==> src/rtl/pse_pkg.sv <==
package pse_pkg;

    localparam int STACK_DEPTH_DEF = 32;
    localparam int DATA_W          = 64;

    // command codes, unused codes 9 to 15 do nothing
    localparam logic [3:0] CMD_PUSH  = 4'd0;
    localparam logic [3:0] CMD_ADD   = 4'd1;
    localparam logic [3:0] CMD_SUB   = 4'd2;
    localparam logic [3:0] CMD_MUL   = 4'd3;
    localparam logic [3:0] CMD_DIV   = 4'd4;
    localparam logic [3:0] CMD_MOD   = 4'd5;
    localparam logic [3:0] CMD_POW   = 4'd6;
    localparam logic [3:0] CMD_FACT  = 4'd7;
    localparam logic [3:0] CMD_CLEAR = 4'd8;

    typedef enum logic [1:0] {
        ST_OK    = 2'd0,
        ST_UNDER = 2'd1,
        ST_OVER  = 2'd2,
        ST_DIVZ  = 2'd3
    } status_t;

    // how the result of a command is produced
    typedef enum logic [1:0] {
        KIND_IMM  = 2'd0,
        KIND_DIV  = 2'd1,
        KIND_POW  = 2'd2,
        KIND_FACT = 2'd3
    } kind_t;

    typedef enum logic [1:0] {
        MSEL_ACC_BASE  = 2'd0,
        MSEL_BASE_BASE = 2'd1,
        MSEL_ACC_EX    = 2'd2
    } mul_sel_t;

    typedef struct packed {
        logic     capture;
        logic     setup;
        logic     mul_start;
        mul_sel_t mul_sel;
        logic     acc_load;
        logic     base_load;
        logic     ex_shift;
        logic     ex_dec;
        logic     div_start;
        logic     res_acc;
        logic     res_div;
        logic     commit;
    } ctrl_cmd_t;

    typedef struct packed {
        kind_t kind;
        logic  loop_done;
        logic  acc_step;
        logic  mul_done;
        logic  div_done;
    } dp_stat_t;

endpackage

==> src/rtl/pse_ctrl.sv <==
module pse_ctrl
(
    input  logic                clk,
    input  logic                rst_n,
    input  logic                in_valid,
    output logic                in_ready,
    output logic                out_valid,
    input  logic                out_ready,
    input  pse_pkg::dp_stat_t   stat,
    output pse_pkg::ctrl_cmd_t  cmd
);

    typedef enum logic [7:0] {
        S_IDLE   = 8'b0000_0001,
        S_DECODE = 8'b0000_0010,
        S_STEP   = 8'b0000_0100,
        S_MUL    = 8'b0000_1000,
        S_SQR    = 8'b0001_0000,
        S_DIV    = 8'b0010_0000,
        S_COMMIT = 8'b0100_0000,
        S_OUT    = 8'b1000_0000
    } state_t;

    state_t state_reg, state_next;

    always_comb
    begin
        state_next = state_reg;
        cmd        = '0;
        in_ready   = 1'b0;
        out_valid  = 1'b0;
        unique case (state_reg)
            S_IDLE:
            begin
                in_ready = 1'b1;
                if (in_valid)
                begin
                    cmd.capture = 1'b1;
                    state_next  = S_DECODE;
                end
            end
            S_DECODE:
            begin
                cmd.setup  = 1'b1;
                state_next = S_STEP;
            end
            S_STEP:
            begin
                unique case (stat.kind)
                    pse_pkg::KIND_IMM:
                        state_next = S_COMMIT;
                    pse_pkg::KIND_DIV:
                    begin
                        cmd.div_start = 1'b1;
                        state_next    = S_DIV;
                    end
                    default:
                    begin
                        if (stat.loop_done)
                        begin
                            cmd.res_acc = 1'b1;
                            state_next  = S_COMMIT;
                        end
                        else if (stat.acc_step)
                        begin
                            cmd.mul_start = 1'b1;
                            cmd.mul_sel   = (stat.kind == pse_pkg::KIND_POW)
                                          ? pse_pkg::MSEL_ACC_BASE : pse_pkg::MSEL_ACC_EX;
                            state_next    = S_MUL;
                        end
                        else
                        begin
                            cmd.mul_start = 1'b1;
                            cmd.mul_sel   = pse_pkg::MSEL_BASE_BASE;
                            state_next    = S_SQR;
                        end
                    end
                endcase
            end
            S_MUL:
            begin
                if (stat.mul_done)
                begin
                    cmd.acc_load = 1'b1;
                    if (stat.kind == pse_pkg::KIND_POW)
                    begin
                        cmd.mul_start = 1'b1;
                        cmd.mul_sel   = pse_pkg::MSEL_BASE_BASE;
                        state_next    = S_SQR;
                    end
                    else
                    begin
                        cmd.ex_dec = 1'b1;
                        state_next = S_STEP;
                    end
                end
            end
            S_SQR:
            begin
                if (stat.mul_done)
                begin
                    cmd.base_load = 1'b1;
                    cmd.ex_shift  = 1'b1;
                    state_next    = S_STEP;
                end
            end
            S_DIV:
            begin
                if (stat.div_done)
                begin
                    cmd.res_div = 1'b1;
                    state_next  = S_COMMIT;
                end
            end
            S_COMMIT:
            begin
                cmd.commit = 1'b1;
                state_next = S_OUT;
            end
            S_OUT:
            begin
                out_valid = 1'b1;
                if (out_ready)
                    state_next = S_IDLE;
            end
            default:
                state_next = S_IDLE;
        endcase
    end

    always_ff @(posedge clk or negedge rst_n)
    begin
        if (!rst_n)
            state_reg <= S_IDLE;
        else
            state_reg <= state_next;
    end

endmodule

==> config.mk <==
export PLATFORM = sky130hd
export DESIGN_NAME = pse_ctrl
export DESIGN_NICKNAME = d
export VERILOG_FILES = /design/src/rtl/pse_pkg.sv /design/src/rtl/pse_ctrl.sv
export SDC_FILE = /design/constraint.sdc
export NUM_CORES = 1
export LEC_CHECK = 0
export BUFFER_PORTS_ARGS = -buffer_cell sky130_fd_sc_hd__buf_2
export CORE_MARGIN = 2
export CORE_UTILIZATION = 45
export DETAILED_ROUTE_END_ITERATION = 6
export PLACE_DENSITY_LB_ADDON = 0.15
export RECOVER_POWER = 100
export SLEW_MARGIN = 30
export SYNTH_ARGS = -nofsm -noshare
export SYNTH_HDL_FRONTEND = slang
export SYNTH_SLANG_ARGS = --single-unit
==> constraint.sdc <==
create_clock -name clk -period 2.3 [get_ports clk]
set_input_delay 0.46 -clock clk [delete_from_list [all_inputs] [get_ports clk]]
set_output_delay 0.46 -clock clk [all_outputs]
set_load 0.1 [all_outputs]
==> results_dict.tcl, run 1 <==
set metrics [dict create \
    rows 13 \
    io_buffer_count 24 \
    avgSynthCellArea_um2 8.091 \
    htree_num_levels 1 \
    synth_area_um2 606.8 \
    ys_warn_count 0 \
    failing_step "clock tree synthesis (4_1_cts)" \
    synth_edf_count 0 \
    clock_sinks 8 \
    ys_types 32 \
    synth_fp_nets 85 \
    dpl.hpwl_um 1583 \
    cts_setup_buffers 3 \
    synth-seq-cells 8 \
    cts_buffers 3 \
    cts_buffer_depth 2 \
    tool.error "[ERROR DPL-0033] detailed placement checks failed during check placement." \
    outcome "stopped before the end" \
    ctsResizeCount 21 \
    gp_congestion 0.8791 \
    start_util 0.4722 \
    die_y_um 40.72 \
    io_pins 25 \
    async_flop_share 1.000 \
    yosysSeqAreaShare 0.3320 \
    netlist_instances 75 \
    cts-root-buf "clkbuf_4" \
    die_w_um 40.72 \
    ys.flop_type "dfrtp_1" \
    postCtsHoldBufs 0 \
]
## per-stage QoR
step | instance area, µm² | hold WS, ps | instances | setup slack, ps
after floorplan | 705.7 | 164.4 | 75 | -486.5
after global placement | 1107 | 305.5 | 123 | 22.30
after detailed placement | 1107 | 304.4 | 123 | -74.77
## cells in the mapped netlist, drive strengths merged (2+ instances only)
master,n,area [µm²]
nor2,10,37.54
dfrtp,7,175.2
and2,4,25.02
nand2,4,15.01
nor4,4,25.02
or2,4,25.02
buf,3,17.52
inv,3,11.26
nand2b,3,18.77
nor4b,3,26.28
a21oi,2,10.01
and3,2,12.51
nor2b,2,12.51
nor3,2,10.01
o21ai,2,10.01
o22ai,2,12.51
or3,2,12.51
or3b,2,17.52
or4b,2,20.02
## cell families after synthesis
kind of cell	synth area share
flip-flops	0.3320
AO/OA/AOI/OAI	0.1217
AND/OR/NAND/NOR	0.4845
XOR/XNOR	0.01444
buffers and inverters	0.04743
==> inputs of run 2 (changes only) <==
--- a/config.mk
+++ b/config.mk
@@ -6,9 +6,9 @@
 export NUM_CORES = 1
 export LEC_CHECK = 0
 export BUFFER_PORTS_ARGS = -buffer_cell sky130_fd_sc_hd__buf_2
-export CORE_MARGIN = 2
-export CORE_UTILIZATION = 45
+export CORE_AREA = 2 2 63 65
 export DETAILED_ROUTE_END_ITERATION = 6
+export DIE_AREA = 0 0 65 67
 export PLACE_DENSITY_LB_ADDON = 0.15
 export RECOVER_POWER = 100
 export SLEW_MARGIN = 30
==> results_dict.tcl, run 2 <==
set metrics [dict create \
    worstPathMaxFanout 3 \
    wl_um 2117 \
    grt_max_degree 9 \
    final_cell_mix "buf_4, buf_12, buf_2, nor2_4, dfrtp_1" \
    p_total_mw 1.130 \
    clk_pin_slew_ps 50 \
    start_util 0.1683 \
    drtPass1Iterations 4 \
    die_y_um 67 \
    ys_warn_count 0 \
    cp-start-kind "flop" \
    relSlewSlack 0.6818 \
    post-route-period-util 1.053 \
    antenna_found_initial 0 \
    io_buffer_count 24 \
    via_per_inst 4.419 \
    grt_pass1_vias 802 \
    synth_top_cell_by_area "dfrtp_1" \
    tightest_slew_ps 477.3 \
    synth_most_common_cell "nor2_1" \
    cp-end-kind "primary output" \
    drt_iter0_markers 14 \
    outcome "complete, but fails checks" \
    setup_viol 7 \
    yosysSeqAreaShare 0.3320 \
    vdd.ir_drop.worst_v 0.0003604 \
    final.setup.tns_ps -569.1 \
    core_region_area_um2 3606 \
    route.detailed.drc 0 \
    grt_pass1_wl_um 3594 \
    clock_sinks 8 \
    cts_buffer_depth 2 \
    gp_congestion 0.7510 \
    ys_types 32 \
    met1_usage 0.1356 \
    cts_buffers 3 \
    ys.flop_type "dfrtp_1" \
    crit_type "reg -> out" \
    synth_area_leaders "dfrtp_1, nor2_1, dfstp_2, nor4b_1, and2_1" \
    dp.cells 157 \
    dpl.hpwl_um 1584 \
    synth-seq-cells 8 \
    min-delay-path-class "in -> async" \
    io_pins 25 \
    skew_ps 4.175 \
    area_growth_pct 124.5 \
    top_usage_layer "met2" \
    slew_violations 0 \
    drive_gt1_frac 0.6471 \
    synth_edf_count 0 \
    netlist_instances 75 \
    netlist_top_cells_count "nor2_1, dfrtp_1" \
    mostFrequentLayoutCell "buf_4" \
    hold_viol 0 \
    failed_checks "setup timing" \
    num_vias 738 \
    met3_usage 0.01858 \
    fmax_mhz 413.0 \
    rsz0062_at_grt "true" \
    avgSynthCellArea_um2 8.091 \
    cts-root-buf "clkbuf_8" \
    required_ps 1840 \
    async_flop_share 1.000 \
    crit_arrival_ps 1960 \
    stdcell_count 167 \
    nets 130 \
    antenna_left 0 \
    period_minus_slack_ps 2421 \
    powerDensity_nw_per_um2 829.5 \
    met2_usage 0.1765 \
    synth_area_um2 606.8 \
    wl_per_cell_um 12.68 \
    htree_num_levels 1 \
    track_usage 0.1090 \
    n_antenna_cell 0 \
    synth_fp_nets 85 \
    synth_top_area_share 0.2887 \
    fin_area_um2 1363 \
    largest_reg_flops 8 \
    placed_cell_area_um2 1171 \
    cts_tree "yes" \
    rows 22 \
    die_w_um 65 \
    max-cap-violations 0 \
    p_leak_nw 0.5551 \
    timing.final.ws_setup_ps -121.5 \
    grt_overflow 0 \
    die_area_um2 4355 \
    clk_latency_ps 230 \
]
## run 2: critical path, stage by stage (launching register included)
cell     delay [ps]
dfrtp_1         380
or4_4           560
or3_4           380
nor3b_4         220
buf_12          200
## run 2: routing by layer
| metal | vias up | wire [µm] |
|---|---|---|
| met2 | 26 | 1037 |
| met5 | - | 0 |
| met3 | 4 | 103 |
| li1 | 360 | - |
| met1 | 348 | 928 |
| met4 | 0 | 47 |
## run 2: logic make-up (layout without fill, tap and decap cells)
family	after synthesis	after routing	synth area share
buf+inv	6	50	0.04743
simple gates	49	49	0.4845
flops	8	8	0.3320
compound gates	11	11	0.1217
xor+xnor	1	1	0.01444
## run 2: through the flow
stage / setup slack, ps / utilization / hold slack (ps)
3_3_place_gp: -20.57 / 0.3248 / 320.6
3_5_place_dp: -30.30 / 0.3248 / 321.2
5_1_grt: -173.0 / 0.3779 / 205.7
6_report: -121.5 / 0.3779 / 158.7
2_1_floorplan: -486.5 / - / 164.4
4_1_cts: -130.0 / 0.3720 / 78.51
## run 2: final cells by class
type / instances / area [µm²]
sequential: 8 / 202.7
clock buffer: 4 / 45.04
multi-input combinational: 61 / 545.5
tap: 48 / 60.06
inverter: 3 / 15.01
fill: 376 / 2243
timing repair buffer: 43 / 494.2
## run 2: path summary, 6_finish.rpt
kind	start	endpoint	slack, ps	cells past startpoint
hold / removal	rst_n	state_reg[5]$_DFFE_PN0P_	160	1
min in group clk	stat[0]	state_reg[5]$_DFFE_PN0P_	460	2
setup reg to reg	state_reg[4]$_DFFE_PN0P_	state_reg[2]$_DFFE_PN0P_	270	6
max in group asynchronous	rst_n	state_reg[6]$_DFFE_PN0P_	1790	1
hold reg to reg	state_reg[5]$_DFFE_PN0P_	state_reg[0]$_DFFE_PN1P_	780	4
setup / recovery	state_reg[4]$_DFFE_PN0P_	out_valid	-120	4
## run 2: repair_timing
| action | in CTS | in global routing |
|---|---|---|
| endpoints found under the setup margin | 11 | 11 |
| endpoints found under the hold margin | 0 | 0 |
| gates cloned | 0 | 0 |
| hold buffers | 0 | 0 |
| buffers inserted | 5 | 1 |
| resized for setup | 20 | 2 |
| pin swaps | 8 | 0 |
## run 2: power by group
group,switching (mW),internal [mW],leakage (nW),total (mW)
Sequential,0.0154,0.171,0.105,0.187
Clock,0.0600,0.121,0.0228,0.181
Combinational,0.445,0.318,0.427,0.763
Power figures use the tool's default switching activity.
==> inputs of run 3 (changes only) <==
--- a/config.mk
+++ b/config.mk
@@ -6,10 +6,12 @@
 export NUM_CORES = 1
 export LEC_CHECK = 0
 export BUFFER_PORTS_ARGS = -buffer_cell sky130_fd_sc_hd__buf_2
+export CELL_PAD_IN_SITES_DETAIL_PLACEMENT = 0
+export CELL_PAD_IN_SITES_GLOBAL_PLACEMENT = 1
 export CORE_AREA = 2 2 63 65
 export DETAILED_ROUTE_END_ITERATION = 6
 export DIE_AREA = 0 0 65 67
-export PLACE_DENSITY_LB_ADDON = 0.15
+export PLACE_DENSITY_LB_ADDON = 0.08
 export RECOVER_POWER = 100
 export SLEW_MARGIN = 30
 export SYNTH_ARGS = -nofsm -noshare
==> results_dict.tcl, run 3 (same netlist as run 2, synthesis figures left out) <==
set metrics [dict create \
    fmax_mhz 411.3 \
    mostFrequentLayoutCell "buf_12" \
    required_ps 1840 \
    area_growth_pct 115.5 \
    route.detailed.drc 0 \
    antenna_found_initial 0 \
    tightest_slew_ps 416.7 \
    final_cell_mix "buf_12, buf_4, buf_2, dfrtp_1, nor2_4" \
    clock_sinks 8 \
    rows 22 \
    grt_max_degree 9 \
    post-route-period-util 1.057 \
    clk_pin_slew_ps 40 \
    die_area_um2 4355 \
    grt_overflow 0 \
    dp.cells 158 \
    vdd.ir_drop.worst_v 0.0003359 \
    top_layer "met4" \
    die_w_um 65 \
    cts_buffer_depth 2 \
    io_buffer_count 24 \
    period_minus_slack_ps 2432 \
    worstPathMaxFanout 7 \
    p_total_mw 1.070 \
    core_region_area_um2 3606 \
    via_per_inst 4.360 \
    min-delay-path-class "in -> async" \
    start_util 0.1683 \
    gp_congestion 0.7159 \
    wl_per_cell_um 11.85 \
    rsz0062_at_grt "true" \
    p_leak_nw 0.5179 \
    htree_num_levels 1 \
    cts_buffers 3 \
    powerDensity_nw_per_um2 818.2 \
    cts-root-buf "clkbuf_8" \
    outcome "complete, but fails checks" \
    final.setup.tns_ps -584.2 \
    nets 127 \
    cp-end-kind "primary output" \
    clk_latency_ps 220 \
    utilization 0.3626 \
    die_y_um 67 \
    antenna_left 0 \
    skew_ps 5.434 \
    cts_tree "yes" \
    fin_area_um2 1308 \
    drt_iter0_markers 17 \
    dpl.hpwl_um 1617 \
    hold_viol 0 \
    grt_pass1_vias 735 \
    crit_type "reg -> out" \
    io_pins 25 \
    max-cap-violations 0 \
    setup_viol 6 \
    wl_met1_um 936 \
    slew_violations 0 \
    n_antenna_cell 0 \
    postCtsHoldBufs 0 \
    track_usage 0.1004 \
    drive_gt1_frac 0.6207 \
    failed_checks "setup timing" \
    grt_pass1_wl_um 3381 \
    cp-start-kind "flop" \
    largest_reg_flops 8 \
    num_vias 715 \
    timing.final.ws_setup_ps -131.5 \
    stdcell_count 164 \
    drtPass1Iterations 4 \
    crit_arrival_ps 1970 \
    relSlewSlack 0.7222 \
    placed_cell_area_um2 1179 \
    wl_met3_um 72 \
    dr_wl_met2_um 907 \
    wl_um 1943 \
]
==> run 3: changes by cell type in the layout (fill, tap and decap cells not counted) <==
cell and delta:
and3_2 +1, and3_4 -1, buf_4 -3, buf_6 -1
clkbuf_1 +1, nand2_2 +1, nand2_4 -1, nor2_1 +1
nor2_4 -1, nor3_2 +1, nor3_4 -1, or2_2 +1
or2_4 -1
==> run 3: routing by layer <==
metal,vias up,GRT usage
met3,2,0.01014
met5,-,0
met1,342,0.1373
met2,16,0.1572
met4,0,0.04787
li1,355,-
==> run 3: worst paths after layout <==
| kind | startpoint | slack [ps] | cells past startpoint | to |
|---|---|---|---|---|
| setup reg to reg | state_reg[0]$_DFFE_PN1P_ | 380 | 7 | state_reg[4]$_DFFE_PN0P_ |
| hold reg to reg | state_reg[4]$_DFFE_PN0P_ | 740 | 3 | state_reg[4]$_DFFE_PN0P_ |
| min in group clk | in_valid | 480 | 2 | state_reg[1]$_DFFE_PN0P_ |
| max in group asynchronous | rst_n | 1830 | 1 | state_reg[0]$_DFFE_PN1P_ |
| setup / recovery | state_reg[0]$_DFFE_PN1P_ | -130 | 6 | cmd[10] |
| hold / removal | rst_n | 140 | 1 | state_reg[7]$_DFFE_PN0P_ |
==> run 3: layout make-up <==
type                       instances  area [µm²]
clock buffer                       4       45.04
tap                               48       60.06
multi-input combinational         61       520.5
fill                             369        2298
inverter                           3       15.01
timing repair buffer              40       464.2
sequential                         8       202.7
==> run 3: timing repair <==
item	in CTS	in global routing
setup endpoints to repair	9	12
gates resized for setup	9	6
pin swaps	0	2
buffers inserted	1	1
==> run 3: per-stage QoR <==
step           worst slack, ps  hold WS, ps
6_report                -131.5        140.5
4_1_cts                 -143.3        72.93
3_5_place_dp            -7.613        311.0
3_3_place_gp            -59.21        309.9
2_1_floorplan           -486.5        164.4
5_1_grt                 -207.3        186.4
==> run 3: critical path, stage by stage, from the launching register on <==
cell	delay, ps
dfstp_2	360
or4_4	550
buf_6	160
nor4_4	240
buf_4	160
or2_4	120
buf_12	160
==> run 3: where the power goes <==
part           internal, mW  switching (mW)  total, mW
Combinational         0.295           0.421      0.717
Clock                 0.120          0.0496      0.169
Sequential            0.171          0.0128      0.184
